File: src/hw/rtl/wsd_pkg.sv
package wsd_pkg;

  // Length field handling
  localparam int unsigned LengthWidth = 64;
  localparam int unsigned RemWidth    = 64;
  localparam logic [RemWidth-1:0] LenBadMask =
      {1'b1, {(RemWidth-1){1'b0}}} | ({RemWidth{1'b1}} << LengthWidth);

  localparam logic [7:0]  RsvMask    = 8'h70;
  localparam logic [6:0]  Len16Code  = 7'd126;
  localparam logic [6:0]  Len64Code  = 7'd127;
  localparam logic [RemWidth-1:0] CtrlMaxLen = RemWidth'(125);
  localparam logic [3:0]  Ext16Bytes = 4'd2;
  localparam logic [3:0]  Ext64Bytes = 4'd8;
  localparam logic [3:0]  KeyBytes   = 4'd4;

  // Opcodes
  localparam logic [3:0] OpCont  = 4'h0;
  localparam logic [3:0] OpText  = 4'h1;
  localparam logic [3:0] OpBin   = 4'h2;
  localparam logic [3:0] OpClose = 4'h8;
  localparam logic [3:0] OpPing  = 4'h9;
  localparam logic [3:0] OpPong  = 4'ha;

  // Beat operation codes
  localparam logic OperByte  = 1'b0;
  localparam logic OperClose = 1'b1;

  typedef enum logic [2:0] {
    PH_HDR0     = 3'd0,
    PH_HDR1     = 3'd1,
    PH_EXT_LEN  = 3'd2,
    PH_MASK_KEY = 3'd3,
    PH_PAYLOAD  = 3'd4
  } phase_e;

  typedef enum logic [1:0] {
    LINK_CONNECTED = 2'd0,
    LINK_CLOSING   = 2'd1,
    LINK_CLOSED    = 2'd2,
    LINK_FAILED    = 2'd3
  } link_e;

  typedef enum logic [1:0] {
    FRAG_NONE = 2'd0,
    FRAG_TEXT = 2'd1,
    FRAG_BIN  = 2'd2
  } frag_e;

  typedef enum logic [2:0] {
    KIND_DATA  = 3'd0,
    KIND_PING  = 3'd1,
    KIND_PONG  = 3'd2,
    KIND_CLOSE = 3'd3,
    KIND_EVENT = 3'd4
  } kind_e;

  typedef enum logic [2:0] {
    EV_NONE        = 3'd0,
    EV_PROTO_ERR   = 3'd1,
    EV_CLOSE_REPLY = 3'd2,
    EV_SEND_PONG   = 3'd3,
    EV_LOCAL_CLOSE = 3'd4
  } event_e;

  typedef struct packed {
    logic       valid;
    kind_e      kind;
    logic [7:0] data;
    logic       binary;
    logic       eof;
    logic       eom;
    event_e     evt;
  } res_t;

endpackage

File: src/hw/rtl/websocket_frame_deframer_core.sv
// WebSocket frame deframer core (receive side).
// Input channel: in_valid_i / in_stall_o carries one beat per item: operation_i
// selects a received link byte (in_byte_i) or a local request to close.
// Output channel: out_valid_o / out_stall_i carries at most one result beat per
// input beat: unmasked payload bytes tagged data, ping or pong, close-frame
// completion, and events (protocol error, close reply, send pong, local close)
// with end-of-frame and end-of-message marks.
// A beat moves when valid is high and stall is low.
// A taken beat sits in the input register until the parse logic loads its result
// into the result register, which a receiver stall can hold off.
// Throughput: one beat per cycle while the receiver does not stall, set by the
// single parse step between the input register and the result register; beats
// that give no result simply drop out of the flow.
// When the receiver stalls, the result register holds; the input register
// keeps one more beat, and only then is in_stall_o raised.
// Reset (rst_ni low, asynchronous) empties both registers and returns the
// parser to the first header byte with the link connected and no message open.
module websocket_frame_deframer_core (
  input  logic       clk_i,
  input  logic       rst_ni,
  input  logic       in_valid_i,
  output logic       in_stall_o,
  input  logic       operation_i,
  input  logic [7:0] in_byte_i,
  output logic       out_valid_o,
  input  logic       out_stall_i,
  output logic [2:0] out_kind_o,
  output logic [7:0] out_byte_o,
  output logic       message_binary_o,
  output logic       end_of_frame_o,
  output logic       end_of_message_o,
  output logic [2:0] event_res_o
);
  import wsd_pkg::*;

  // input register
  logic       in_valid_q, in_valid_d;
  logic       op_q;
  logic [7:0] byte_q;

  // result register
  logic       out_valid_q, out_valid_d;
  res_t       res_q;
  res_t       res;

  logic in_take;
  logic proc;

  // parse the held beat when the result register is empty or being drained
  assign proc       = in_valid_q && (!out_valid_q || !out_stall_i);
  assign in_stall_o = in_valid_q && !proc;
  assign in_take    = in_valid_i && !in_stall_o;

  always_comb begin
    in_valid_d = in_valid_q;
    if (in_take)   in_valid_d = 1'b1;
    else if (proc) in_valid_d = 1'b0;

    out_valid_d = out_valid_q;
    if (proc)              out_valid_d = res.valid;
    else if (!out_stall_i) out_valid_d = 1'b0;
  end

  wsd_parser u_parser (
    .clk_i  (clk_i),
    .rst_ni (rst_ni),
    .fire_i (proc),
    .op_i   (op_q),
    .byte_i (byte_q),
    .res_o  (res)
  );

  always_ff @(posedge clk_i or negedge rst_ni) begin
    if (!rst_ni) begin
      in_valid_q  <= 1'b0;
      out_valid_q <= 1'b0;
    end else begin
      in_valid_q  <= in_valid_d;
      out_valid_q <= out_valid_d;
    end
  end

  // payload registers, no reset
  always_ff @(posedge clk_i) begin
    if (in_take) begin
      op_q   <= operation_i;
      byte_q <= in_byte_i;
    end
    if (proc) res_q <= res;
  end

  assign out_valid_o      = out_valid_q;
  assign out_kind_o       = res_q.kind;
  assign out_byte_o       = res_q.data;
  assign message_binary_o = res_q.binary;
  assign end_of_frame_o   = res_q.eof;
  assign end_of_message_o = res_q.eom;
  assign event_res_o      = res_q.evt;

  a_stall_needs_beat: assert property (@(posedge clk_i) disable iff (!rst_ni)
    in_stall_o |-> in_valid_q && out_valid_q)
    else $error("input stalled with room to move");

  a_result_holds: assert property (@(posedge clk_i) disable iff (!rst_ni)
    out_valid_q && out_stall_i |=> out_valid_q && $stable(res_q))
    else $error("stalled result changed");

  a_error_ends_frame: assert property (@(posedge clk_i) disable iff (!rst_ni)
    out_valid_o && res_q.evt == EV_PROTO_ERR |-> res_q.kind == KIND_EVENT && res_q.eof)
    else $error("protocol error result malformed");

  a_eom_implies_eof: assert property (@(posedge clk_i) disable iff (!rst_ni)
    out_valid_o && res_q.eom |-> res_q.eof)
    else $error("end of message without end of frame");

endmodule

File: src/hw/rtl/wsd_parser.sv
module wsd_parser (
  input  logic          clk_i,
  input  logic          rst_ni,
  input  logic          fire_i,
  input  logic          op_i,
  input  logic [7:0]    byte_i,
  output wsd_pkg::res_t res_o
);
  import wsd_pkg::*;

  phase_e                phase_q, phase_d;
  link_e                 link_q, link_d;
  frag_e                 frag_q, frag_d;
  logic                  fin_q, fin_d;
  logic [3:0]            op_q, op_d;
  logic                  mask_q, mask_d;
  logic [31:0]           key_q, key_d;
  logic [RemWidth-1:0]   rem_q, rem_d;
  logic [3:0]            hc_q, hc_d;
  logic [1:0]            mi_q, mi_d;

  logic ph_hdr0, ph_hdr1, ph_ext, ph_key, ph_pay;
  logic step, local_close, rsv_bad, ext_len, mask_new;
  logic len_done, hdr_done, hdr_bad, hdr_ok, do_fail;
  logic pay_step, pay_last, frame_end, data_op;
  frag_e frag_now;
  logic [7:0] v;
  logic [6:0] len7;

  // decode and datapath
  always_comb begin
    ph_hdr0 = 1'b0;
    ph_hdr1 = 1'b0;
    ph_ext  = 1'b0;
    ph_key  = 1'b0;
    ph_pay  = 1'b0;
    unique case (phase_q)
      PH_HDR1:     ph_hdr1 = 1'b1;
      PH_EXT_LEN:  ph_ext  = 1'b1;
      PH_MASK_KEY: ph_key  = 1'b1;
      PH_PAYLOAD:  ph_pay  = 1'b1;
      default:     ph_hdr0 = 1'b1;
    endcase

    len7        = byte_i[6:0];
    local_close = fire_i && (op_i == OperClose) && (link_q == LINK_CONNECTED);
    step        = fire_i && (op_i == OperByte) &&
                  (link_q == LINK_CONNECTED || link_q == LINK_CLOSING);
    rsv_bad     = (byte_i & RsvMask) != 8'h00;
    ext_len     = (len7 == Len16Code) || (len7 == Len64Code);
    mask_new    = ph_hdr1 ? byte_i[7] : mask_q;
    data_op     = (op_q == OpCont) || (op_q == OpText) || (op_q == OpBin);

    rem_d = rem_q;
    hc_d  = hc_q;
    key_d = key_q;
    if (step) begin
      if (ph_hdr1) begin
        rem_d = ext_len ? '0 : RemWidth'(len7);
        hc_d  = (len7 == Len16Code) ? Ext16Bytes : Ext64Bytes;
      end else if (ph_ext) begin
        rem_d = {rem_q[RemWidth-9:0], byte_i};
        hc_d  = hc_q - 4'd1;
      end else if (ph_key) begin
        key_d = {key_q[23:0], byte_i};
        hc_d  = hc_q - 4'd1;
      end else if (ph_pay) begin
        rem_d = rem_q - RemWidth'(1);
      end
    end

    len_done = step && ((ph_hdr1 && !ext_len) || (ph_ext && hc_d == 4'd0));
    if (len_done && mask_new) begin
      hc_d  = KeyBytes;
      key_d = '0;
    end
    hdr_done = (len_done && !mask_new) || (step && ph_key && hc_d == 4'd0);

    hdr_bad = (rem_d & LenBadMask) != '0;
    case (op_q) inside
      OpCont:               if (frag_q == FRAG_NONE) hdr_bad = 1'b1;
      OpText, OpBin:        if (frag_q != FRAG_NONE) hdr_bad = 1'b1;
      OpClose, OpPing, OpPong: if (!fin_q || rem_d > CtrlMaxLen) hdr_bad = 1'b1;
      default:              hdr_bad = 1'b1;
    endcase

    hdr_ok    = hdr_done && !hdr_bad;
    do_fail   = (step && ph_hdr0 && rsv_bad) || (hdr_done && hdr_bad);
    frag_now  = (hdr_ok && (op_q == OpText || op_q == OpBin)) ? frag_e'(op_q[1:0]) : frag_q;
    pay_step  = step && ph_pay;
    pay_last  = pay_step && (rem_d == '0);
    frame_end = (hdr_ok && rem_d == '0) || pay_last;

    // mask byte 0 sits in the top byte of the key
    v = byte_i ^ (mask_q ? key_q[{~mi_q, 3'b000} +: 8] : 8'h00);
  end

  // next state
  always_comb begin
    phase_d = phase_q;
    link_d  = link_q;
    frag_d  = frag_now;
    fin_d   = fin_q;
    op_d    = op_q;
    mask_d  = mask_new;
    mi_d    = mi_q;

    if (step) begin
      if (ph_hdr0) begin
        phase_d = PH_HDR1;
        if (!rsv_bad) begin
          fin_d = byte_i[7];
          op_d  = byte_i[3:0];
        end
      end else if (ph_hdr1 && ext_len) begin
        phase_d = PH_EXT_LEN;
      end
      if (len_done && mask_new) phase_d = PH_MASK_KEY;
      if (hdr_ok) begin
        phase_d = PH_PAYLOAD;
        mi_d    = 2'd0;
      end
      if (pay_step) mi_d = mi_q + 2'd1;
    end

    if (frame_end) begin
      phase_d = PH_HDR0;
      if (data_op && fin_q) frag_d = FRAG_NONE;
      if (op_q == OpClose) link_d = LINK_CLOSED;
    end
    if (do_fail) begin
      phase_d = PH_HDR0;
      link_d  = LINK_FAILED;
    end
    if (local_close) link_d = LINK_CLOSING;
  end

  // result
  always_comb begin
    res_o = '0;
    if (local_close) begin
      res_o.valid = 1'b1;
      res_o.kind  = KIND_EVENT;
      res_o.evt   = EV_LOCAL_CLOSE;
    end else if (do_fail) begin
      res_o.valid = 1'b1;
      res_o.kind  = KIND_EVENT;
      res_o.eof   = 1'b1;
      res_o.evt   = EV_PROTO_ERR;
    end else if (frame_end) begin
      res_o.valid = 1'b1;
      res_o.eof   = 1'b1;
      case (op_q) inside
        OpCont, OpText, OpBin: begin
          res_o.kind   = pay_last ? KIND_DATA : KIND_EVENT;
          res_o.data   = pay_last ? v : 8'h00;
          res_o.binary = (frag_now == FRAG_BIN);
          res_o.eom    = fin_q;
        end
        OpPing: begin
          res_o.kind = pay_last ? KIND_PING : KIND_EVENT;
          res_o.data = pay_last ? v : 8'h00;
          res_o.evt  = EV_SEND_PONG;
        end
        OpPong: begin
          res_o.kind = pay_last ? KIND_PONG : KIND_EVENT;
          res_o.data = pay_last ? v : 8'h00;
        end
        default: begin
          res_o.kind = KIND_CLOSE;
          res_o.evt  = (link_q == LINK_CONNECTED) ? EV_CLOSE_REPLY : EV_NONE;
        end
      endcase
    end else if (pay_step) begin
      case (op_q) inside
        OpCont, OpText, OpBin: begin
          res_o.valid  = 1'b1;
          res_o.kind   = KIND_DATA;
          res_o.data   = v;
          res_o.binary = (frag_q == FRAG_BIN);
        end
        OpPing: begin
          res_o.valid = 1'b1;
          res_o.kind  = KIND_PING;
          res_o.data  = v;
        end
        OpPong: begin
          res_o.valid = 1'b1;
          res_o.kind  = KIND_PONG;
          res_o.data  = v;
        end
        default: res_o.valid = 1'b0;  // close payload dropped
      endcase
    end
  end

  always_ff @(posedge clk_i or negedge rst_ni) begin
    if (!rst_ni) begin
      phase_q <= PH_HDR0;
      link_q  <= LINK_CONNECTED;
      frag_q  <= FRAG_NONE;
      fin_q   <= 1'b0;
      op_q    <= OpCont;
      mask_q  <= 1'b0;
      key_q   <= '0;
      rem_q   <= '0;
      hc_q    <= '0;
      mi_q    <= '0;
    end else begin
      phase_q <= phase_d;
      link_q  <= link_d;
      frag_q  <= frag_d;
      fin_q   <= fin_d;
      op_q    <= op_d;
      mask_q  <= mask_d;
      key_q   <= key_d;
      rem_q   <= rem_d;
      hc_q    <= hc_d;
      mi_q    <= mi_d;
    end
  end

  // once failed or closed, nothing but nothing comes out
  a_dead_link_quiet: assert property (@(posedge clk_i) disable iff (!rst_ni)
    (link_q == LINK_FAILED || link_q == LINK_CLOSED) |-> !res_o.valid)
    else $error("result produced on a dead link");

  a_fail_sticks: assert property (@(posedge clk_i) disable iff (!rst_ni)
    link_q == LINK_FAILED |=> link_q == LINK_FAILED)
    else $error("failed link state left");

  a_payload_has_length: assert property (@(posedge clk_i) disable iff (!rst_ni)
    phase_q == PH_PAYLOAD |-> rem_q != '0)
    else $error("payload phase with zero remaining bytes");

endmodule

File: config.mk
export PLATFORM = sky130hd
export DESIGN_NAME = websocket_frame_deframer_core
export DESIGN_NICKNAME = d
export VERILOG_FILES = /design/src/hw/rtl/wsd_pkg.sv /design/src/hw/rtl/websocket_frame_deframer_core.sv /design/src/hw/rtl/wsd_parser.sv
export SDC_FILE = /design/constraint.sdc
export NUM_CORES = 1
export LEC_CHECK = 0
export BUFFER_PORTS_ARGS = -buffer_cell sky130_fd_sc_hd__buf_4
export CAP_MARGIN = 10
export CORE_AREA = 2 2 181 183
export CTS_CLUSTER_DIAMETER = 40
export DETAILED_ROUTE_END_ITERATION = 6
export DIE_AREA = 0 0 183 185
export PLACE_DENSITY = 0.5
export SYNTH_ARGS = -nofsm -noshare
export SYNTH_HDL_FRONTEND = slang
export SYNTH_SLANG_ARGS = --single-unit
File: constraint.sdc
create_clock -name clk_i -period 6.4 [get_ports clk_i]
set_input_delay 0.32 -clock clk_i [delete_from_list [all_inputs] [get_ports clk_i]]
set_output_delay 0.32 -clock clk_i [all_outputs]
set_load 0.05 [all_outputs]
# Word-level counts from Yosys, hierarchy flattened
# Cells that the tools add are included.
classes:
  order_cmp: 1
  mux: 80
  eq_ne: 18
  n_reduce_logical: 70
  n_bitwise: 7
  addsub: 3
  n_shift: 1
ops:
  columns: ["operator", "n"]
  rows:
  - ["$mux 64", 5]
  - ["$mux 32", 5]
  - ["$gt 64x7->1 const B", 1]
  - ["$logic_not 64->1", 1]
  - ["$sub 64x1->64 const B", 1]
  - ["$mux 3", 17]
  - ["$mux 8", 5]
  - ["$mux 4", 8]
  - ["$shiftx 32x6->8", 1]
  - ["$mux 13", 2]
  - ["$logic_and 1x1->1", 24]
  - ["$mux 1", 23]
  - ["$mux 11", 2]
  - ["$mux 2", 10]
  - ["$eq 7x7->1 const B", 2]
  - ["$eq 4x4->1 const B", 3]
  - ["$logic_not 4->1", 3]
  - ["$logic_or 1x1->1", 11]
  - ["$mux 10", 1]
  - ["$reduce_bool 2->1", 5]
  - ["$reduce_bool 3->1", 3]
  - ["$logic_not 1->1", 8]
  - ["$reduce_bool 8->1", 1]
  - ["$reduce_or 4->1", 2]
  - ["24 further kinds", 36]
word_totals:
  register_bits: 143
  output_inout_bits: 19
  in_bits: 13

# Logic depth before layout (Yosys ltp)
# Gate-level depths: netlist (run 1).
depth:
  ltp_word: 24
  depth_mapped: 16

# By module
# A second synthesis (run 1) with hierarchy kept.
hier_totals:
  cells_unflattened: 1043
  hier_area_um2: 8986.1
modules_own_cells:
  columns: ["module", "area_each_um2", "cells_per_inst", "instances", "seq_area_each_um2"]
  rows:
  - ["wsd_parser", 8111.5, 1009, 1, 2877.8]
  - ["websocket_frame_deframer_core", 874.6, 34, 1, 830.8]

# Least setup slack after synthesis (run 1)
# No wires, ideal clock.
synth_timing:
  path_type: "reg2reg"
  start: "register u_parser.rem_q[0]"
  end: "register u_parser.link_q[0]"
  path_slack_ns: 2.149
  path_stages_with_launch: 16
  t_required_ns: 6.281
  period_less_slack_ns: 4.251
  path_buffers: 2
  t_arrival_ns: 4.132
  cell_sequence: "dfrtp_1 > clkbuf_1 > inv_1 > ha_1 > or4b_4 > nor4_4 > and4_1 > buf_4 > a31oi_1 > o21ai_1 > or4b_1 > or4_4 > nor4_4 > o211ai_4 > or4_4 > a21bo_1"
synth_via:
  elab_chain_cells: 18
synth_rtl:
  columns: ["element", "line", "rtl"]
  rows:
  - ["start: declaration", "wsd_parser.sv:18", "logic [RemWidth-1:0] rem_q, rem_d;"]
  - ["start signal: assignment", "wsd_parser.sv:217", "rem_q <= rem_d;"]
  - ["$sub 64x1->64", "wsd_parser.sv:68", "rem_d = rem_q - RemWidth'(1);"]
  - ["$mux 64", "wsd_parser.sv:67", "end else if (ph_pay) begin"]
  - ["$mux 64", "wsd_parser.sv:64", "end else if (ph_key) begin"]
  - ["$mux 64", "wsd_parser.sv:61", "end else if (ph_ext) begin"]
  - ["$mux 64", "wsd_parser.sv:58", "if (ph_hdr1) begin"]
  - ["$mux 64 *", "wsd_parser.sv:57", "if (step) begin"]
  - ["$gt 64x7->1", "wsd_parser.sv:83", "OpClose, OpPing, OpPong: if (!fin_q || rem_d > CtrlMaxLen) hdr_bad = 1'b1;"]
  - ["$logic_or 1x1->1", "wsd_parser.sv:83", null]
  - ["$mux 1", "wsd_parser.sv:83", null]
  - ["$mux 1 (3 in series)", "wsd_parser.sv:80", "case (op_q) inside"]
  - ["$logic_not 1->1", "wsd_parser.sv:87", "hdr_ok = hdr_done && !hdr_bad;"]
  - ["$logic_and 1x1->1", "wsd_parser.sv:87", null]
  - ["$logic_and 1x1->1", "wsd_parser.sv:92", "frame_end = (hdr_ok && rem_d == '0) || pay_last;"]
  - ["$logic_or 1x1->1", "wsd_parser.sv:92", null]
  - ["$reduce_bool 3->1 (no source line)", null, null]
  - ["$reduce_and 2->1 (no source line)", null, null]
  - ["end signal: assignment", "wsd_parser.sv:211", "link_q <= link_d;"]
  - ["end: declaration", "wsd_parser.sv:12", "link_e link_q, link_d;"]
# Mark *: on every way between the ends. The rest lies on a longest branch, timed or not.
# A chain may end at the register's enable or synchronous reset.

# Worst setup path in the final report (run 1)
layout_timing:
  start: "register u_parser.phase_q[2]"
  end: "register res_q (netlist bit out_kind_o[2]) (data pin)"
layout_lines:
  columns: ["element", "line", "rtl"]
  rows:
  - ["start: declaration", "wsd_parser.sv:11", "phase_e phase_q, phase_d;"]
  - ["start signal: assignment", "wsd_parser.sv:210", "phase_q <= phase_d;"]
  - ["$eq 3x3->1", "wsd_parser.sv:37", "unique case (phase_q)"]
  - ["$mux 1", "wsd_parser.sv:37", null]
  - ["$mux 64", "wsd_parser.sv:67", null]
  - ["$mux 64", "wsd_parser.sv:64", null]
  - ["$mux 64", "wsd_parser.sv:61", null]
  - ["$mux 64 *", "wsd_parser.sv:58", null]
  - ["$mux 64 *", "wsd_parser.sv:57", null]
  - ["net u_parser.rem_d[17]", "wsd_parser.sv:18", null]
  - ["$gt 64x7->1", "wsd_parser.sv:83", null]
  - ["$logic_or 1x1->1", "wsd_parser.sv:83", null]
  - ["$mux 1", "wsd_parser.sv:83", null]
  - ["$mux 1 (3 in series)", "wsd_parser.sv:80", null]
  - ["$logic_not 1->1", "wsd_parser.sv:87", null]
  - ["$logic_and 1x1->1", "wsd_parser.sv:87", null]
  - ["$logic_and 1x1->1", "wsd_parser.sv:92", null]
  - ["$logic_or 1x1->1", "wsd_parser.sv:92", null]
  - ["$mux 13", "wsd_parser.sv:150", "end else if (frame_end) begin"]
  - ["end signal: assignment", "websocket_frame_deframer_core.sv:89", "if (proc) res_q <= res;"]
  - ["end: declaration", "websocket_frame_deframer_core.sv:43", "res_t res_q;"]
# Mark *: on every way through the listed nets, which the timed path passes. The rest lies on a longest branch.

==> flow_metrics.tcl, run 1 <==
set metrics [dict create \
    cts_resized 0 \
    seqPwrFrac 0.362 \
    setup_viol 0 \
    synth_compound_area_frac 0.197 \
    insertion_delay_ns 0.45 \
    cp.required_ns 6.58 \
    multi_input_area_sq_um 5320 \
    drc 0 \
    wl_per_cell_um 24.3 \
    vias_per_cell 6.20 \
    rsz0062_at_grt "false" \
    synth_fp_nets 1111 \
    cts_tree "done" \
    hold_viol 0 \
    p_per_area_nw_per_um2 370 \
    maxSlewViolCount 0 \
    start_util 0.294 \
    drt-initial-drc-count 1354 \
    ys_seq_elements 143 \
    layout.nets 1102 \
    synth_edf_count 26 \
    drv_cap 0 \
    syn-instance-count 1096 \
    fin_crit_ns 5.61 \
    yosysSeqAreaShare 0.393 \
    root_buffer "clkbuf_16" \
    yosys.area_share.simple 0.318 \
    fin_tns_setup_ns 0 \
    outcome "finished clean" \
    period_share 0.877 \
    irDropWorstVdd_v 0.000209 \
    synthMuxAreaShare 0.0324 \
    portBuffers 31 \
    antenna_found_initial 0 \
    coreArea_sq_um 32000 \
    ant_nets 0 \
    p_int_mw 2.17 \
    timing.fmax_ghz 0.178 \
    leakagePower_nw 3.95 \
    synth_cell_types 93 \
    cts_sinks 143 \
    synth_common_cells "nand2_1, dfrtp_1, nor2_1" \
    globalplace.congestion 0.984 \
    grt_max_degree 68 \
    numCtsBuffers 17 \
    die-area_sq_um 33900 \
    grt_pass1_vias 8837 \
    synth_ff_type "dfrtp_1" \
    synth_top_family_by_area "simple AND/OR/NAND/NOR gates" \
    syn_to_final_growth_pct 13.0 \
    slew_headroom 0.168 \
    overflow 0 \
    p_clk_frac 0.272 \
    power_switching_share 0.450 \
    fin_cells 1508 \
    clk_pin_slew_ns 0.07 \
    synth_area_leader_cell "dfrtp_1" \
    dp_cells 1476 \
    dp_hpwl_um 26000 \
    track_usage 0.219 \
    postCtsSetupBuffers 0 \
    end_kind "flop" \
    async_reset_ff_frac 0.818 \
    drive_gt1_frac 0.140 \
    hold_class "in2async" \
    start_kind "flop" \
    switchingPower_mw 1.78 \
    yosysWarnings 0 \
    cp_max_fo 28 \
    die_w_um 183 \
    die-height_um 185 \
    boundaryPins 32 \
    synth_fa_ha_area_frac 0.00265 \
    cts_hold_buffers 0 \
    comb_power_share 0.366 \
    synthTopCellsByArea "dfrtp_1, edfxtp_1, nand2_1, a21oi_1, nor4_1" \
    crit_type "reg2reg" \
    synth-xor-area-share 0.0102 \
    htree_levels 4 \
    drt_wl_total_um 36600 \
    tightestPinTransition_ns 1.24 \
    vias 9356 \
    worstPathArrival_ns 5.80 \
    netlist.area_leader.share 0.311 \
    fillCellCount 3341 \
    diodes 0 \
    regArea_sq_um 3710 \
    skew_ns 0.00894 \
    num_rows 66 \
    grt_pass1_wl_um 56000 \
    hold_slack_ns 0.00483 \
    synth_most_common_cell "nand2_1" \
    first_pass_iters 6 \
    cts_buffer_depth 2 \
    syn_area_sq_um 9430 \
    syn_avg_cell_area_sq_um 8.60 \
]
-- worst max-delay path: stages (launching register included) --
cell and delay, ns:
dfrtp_1 0.94, nor3b_2 0.49, nand4_1 0.34, nor3_1 0.77, o221ai_1 0.37, o21bai_1 0.25, or4b_1 0.47, or4_4 0.54
nor4_1 0.45, o31a_1 0.26, nor2b_1 0.32, o21ai_0 0.15
-- flip-flops by register name, indices dropped and copies added, names as in the netlist, 3 cells and up --
register / flops
out_byte_o: 8
u_parser.rem_q: 64
u_parser.phase_q: 3
event_res_o: 3
byte_q: 8
u_parser.key_q: 32
u_parser.op_q: 4
out_kind_o: 3
u_parser.hc_q: 4
-- worst paths after layout --
check / startpoint / end / slack (ns) / cells past startpoint
setup / recovery: u_parser.phase_q[2]$_DFFE_PN0P_ / out_kind_o[2]$_SDFFCE_PP1P_ / 0.79 / 11
hold / removal: rst_ni / u_parser.rem_q[34]$_DFF_PN0_ / 0.005 / 1
setup reg to reg: u_parser.phase_q[2]$_DFFE_PN0P_ / out_kind_o[2]$_SDFFCE_PP1P_ / 0.79 / 11
hold reg to reg: u_parser.link_q[0]$_DFFE_PN0P_ / u_parser.link_q[0]$_DFFE_PN0P_ / 0.50 / 1
max in group asynchronous: rst_ni / u_parser.key_q[15]$_DFFE_PN0P_ / 5.10 / 2
min in group clk_i: operation_i / op_q$_DFFE_PP_ / 0.05 / 1
-- through the flow --
step                      total power, mW   util  cell area (sq um)  setup slack [ns]
after floorplan                      2.30      -               9430              2.15
after global placement               2.85  0.314              10000              1.07
after detailed placement             2.82  0.314              10000             0.918
after CTS                            3.90  0.333              10700             0.925
after global routing                 4.13  0.333              10700             0.437
final                                3.94  0.333              10700             0.787
-- layer usage --
metal,vias up,track usage,part of all wire
met5,-,0,0
met4,0,0.100,0.040
met3,104,0.0452,0.082
li1,4153,-,-
met1,4583,0.296,0.43
met2,516,0.338,0.45
-- kinds of logic (layout without fill, tap and decap cells) --
group	count (synthesis)	after routing
flops	143	143
mux	20	20
fa+ha+maj	2	2
compound gates	275	275
buf+inv	107	111
xor+xnor	11	11
simple gates	538	538
-- power groups by stage --
stage	logic, mW	registers, mW	clock network [mW]
after detailed placement	1.40	1.42	0
final	1.45	1.43	1.07
after floorplan	1.03	1.27	0
after global routing	1.56	1.45	1.12
after global placement	1.42	1.43	0
after CTS	1.41	1.41	1.09
-- final cells by class --
cell class,instances,share of cell area
Clock buffer,18,0.0412
Clock inverter,14,0.0160
Inverter,26,0.00916
Multi-Input combinational cell,846,0.499
Sequential cell,143,0.348
Tap cell,408,0.0479
Timing Repair Buffer,53,0.0385
-- layout by cell type (no fill, tap or decap), drive strengths merged, types with 5 or more instances in the layout --
| cell type | n |
|---|---|
| or3 | 10 |
| nor2b | 12 |
| nand2 | 152 |
| o21ai | 59 |
| dfrtp | 117 |
| a21o | 6 |
| edfxtp | 26 |
| nor3b | 10 |
| a22oi | 13 |
| nor4 | 56 |
| xor2 | 6 |
| inv | 34 |
| nand2b | 13 |
| o22ai | 6 |
| nand3 | 46 |
| nor2 | 76 |
| or2 | 9 |
| a22o | 6 |
| nor4b | 10 |
| clkbuf | 18 |
| a21oi | 72 |
| and4 | 9 |
| mux4 | 8 |
| xnor2 | 5 |
| and2 | 9 |
| and3 | 6 |
| or4 | 27 |
| nand4 | 34 |
| buf | 53 |
| nor3 | 43 |
| o31a | 6 |
| mux2i | 8 |
| a31oi | 18 |
| o211ai | 23 |
| o311ai | 8 |
No activity file was read; power rests on OpenSTA's default activity.
==> inputs of run 2 (changes only) <==
Clock period 6.4 ns to 5.5 ns, I/O delays scaled along.
==> flow_metrics.tcl, run 2 (synthesis results as in run 1) <==
set metrics [dict create \
    outcome "finished, violations left" \
    violations "negative hold slack" \
    wl_per_cell_um 24.0 \
    die-area_sq_um 33900 \
    setup_viol 0 \
    layout_commonest_cell "nand2_1" \
    globalplace.congestion 0.955 \
    fillCellCount 3367 \
    boundaryPins 32 \
    hold_slack_ns -0.0200 \
    drive_gt1_frac 0.148 \
    layout_common_cells "nand2_1, dfrtp_1, a21oi_1, nor2_1, buf_4" \
    cp.required_ns 5.69 \
    die-height_um 185 \
    start_kind "flop" \
    htree_levels 4 \
    dp_slack_ns 0.581 \
    crit_top_cell "o311ai_2" \
    skew_ns 0.0141 \
    layout.nets 1126 \
    fin_area_sq_um 10800 \
    root_buffer "clkbuf_16" \
    insertion_delay_ns 0.45 \
    clk_pin_slew_ns 0.07 \
    dp_hpwl_um 26000 \
    portBuffers 31 \
    largest_reg_flops 64 \
    end_kind "flop" \
    syn_to_final_growth_pct 14.9 \
    max_stage_delay_ns 0.68 \
    grt_pass1_vias 9104 \
    drt-initial-drc-count 1101 \
    worstPathArrival_ns 5.20 \
    overflow 0 \
    drc 0 \
    slew_headroom 0.182 \
    fin_crit_ns 5.01 \
    track_usage 0.221 \
    tightestPinTransition_ns 1.22 \
    drv_cap 0 \
    postCtsSetupBuffers 0 \
    path_cells "nor3b_2 -> and4_1 -> nand3_1 -> o311ai_2 -> o311ai_2 -> or4b_1 -> or4_4 -> nor4_1 -> o31a_1 -> nor2b_1 -> o21ai_0" \
    hold_viol 40 \
    timing.fmax_ghz 0.199 \
    dp_cells 1491 \
    cts_sinks 143 \
    period_share 0.912 \
    cp_slowest_cell "dfrtp_1" \
    die_w_um 183 \
    cts_tree "done" \
    power.total_mw 4.59 \
    numCtsBuffers 17 \
    num_rows 66 \
    grt_max_degree 69 \
    maxSlewViolCount 0 \
    irDropWorstVdd_v 0.000259 \
    reg.largest.list "u_parser.rem_q (64), u_parser.key_q (32)" \
    fin_cells 1533 \
    placed_area_sq_um 10200 \
    drt_wl_total_um 36900 \
    grt_pass1_wl_um 57000 \
    vias 9448 \
    first_pass_iters 5 \
    crit_type "reg2reg" \
    vias_per_cell 6.16 \
    leakagePower_nw 4.05 \
    utilization 0.338 \
    start_util 0.294 \
    fin_tns_setup_ns 0 \
    cts_buffer_depth 2 \
    coreArea_sq_um 32000 \
    layout_setup_ws_ns 0.485 \
    hold_class "in2async" \
    cp_max_fo 19 \
    antenna_found_initial 0 \
    rsz0062_at_grt "false" \
    ant_nets 0 \
    top_register "u_parser.rem_q" \
    p_per_area_nw_per_um2 424 \
]
## run 2: cell count changes in the layout (fill, tap and decap cells not counted), sizes merged
| cell | before | now |
|---|---|---|
| inv | 34 | 35 |
| bufinv | 2 | 1 |
| diode | 0 | 1 |
| buf | 53 | 68 |
| dlygate4sd3 | 0 | 9 |
## run 2: routing by layer
metal | global-route usage | wire length, um | vias to the layer above
met1 | 0.298 | 15700 | 4661
met4 | 0.103 | 1660 | 0
met5 | 0 | 0 | -
met3 | 0.0438 | 2860 | 107
met2 | 0.343 | 16600 | 484
li1 | - | - | 4196
## run 2: timing repair
action	4_1_cts	5_1_grt
hold buffers	8	1
gates resized for setup	0	0
hold endpoints to repair	8	1
## run 2: final timing paths
kind                                            startpoint                              to  slack [ns]  cells after the start
setup / recovery           u_parser.phase_q[2]$_DFFE_PN0P_     out_kind_o[2]$_SDFFCE_PP1P_        0.49                     11
hold / removal                                      rst_ni    u_parser.rem_q[27]$_DFF_PN0_       -0.02                      1
setup reg to reg           u_parser.phase_q[2]$_DFFE_PN0P_     out_kind_o[2]$_SDFFCE_PP1P_        0.49                     11
hold reg to reg             u_parser.link_q[0]$_DFFE_PN0P_  u_parser.link_q[0]$_DFFE_PN0P_        0.51                      1
max in group asynchronous                           rst_ni  u_parser.key_q[22]$_DFFE_PN0P_        4.27                      2
min in group clk_i                              in_valid_i          in_valid_q$_DFFE_PN0P_        0.03                      2
## run 2: worst max-delay path, delay by kind of cell, from the launching register on
| family | cells | cell delay, ns |
|---|---|---|
| DFF | 1 | 0.68 |
| AOI/OAI and AO/OA | 4 | 0.94 |
| and+or+nand+nor | 7 | 3.13 |
## run 2: where the power goes
part / internal, mW / switching [mW] / total [mW] / leakage, nW
combinational: 0.612 / 1.16 / 1.77 / 1.96
sequential: 1.26 / 0.369 / 1.63 / 1.81
clock: 0.641 / 0.547 / 1.19 / 0.284
## run 2: final cells by class
cell class,count,area (sq um),area share
Inverter,26,97.6,0.00901
Timing Repair Buffer,77,626,0.0577
Clock buffer,18,429,0.0396
Sequential cell,143,3710,0.342
Multi-Input combinational cell,846,5310,0.490
Antenna cell,1,2.50,0.000231
Clock inverter,14,148,0.0136
Tap cell,408,510,0.0471
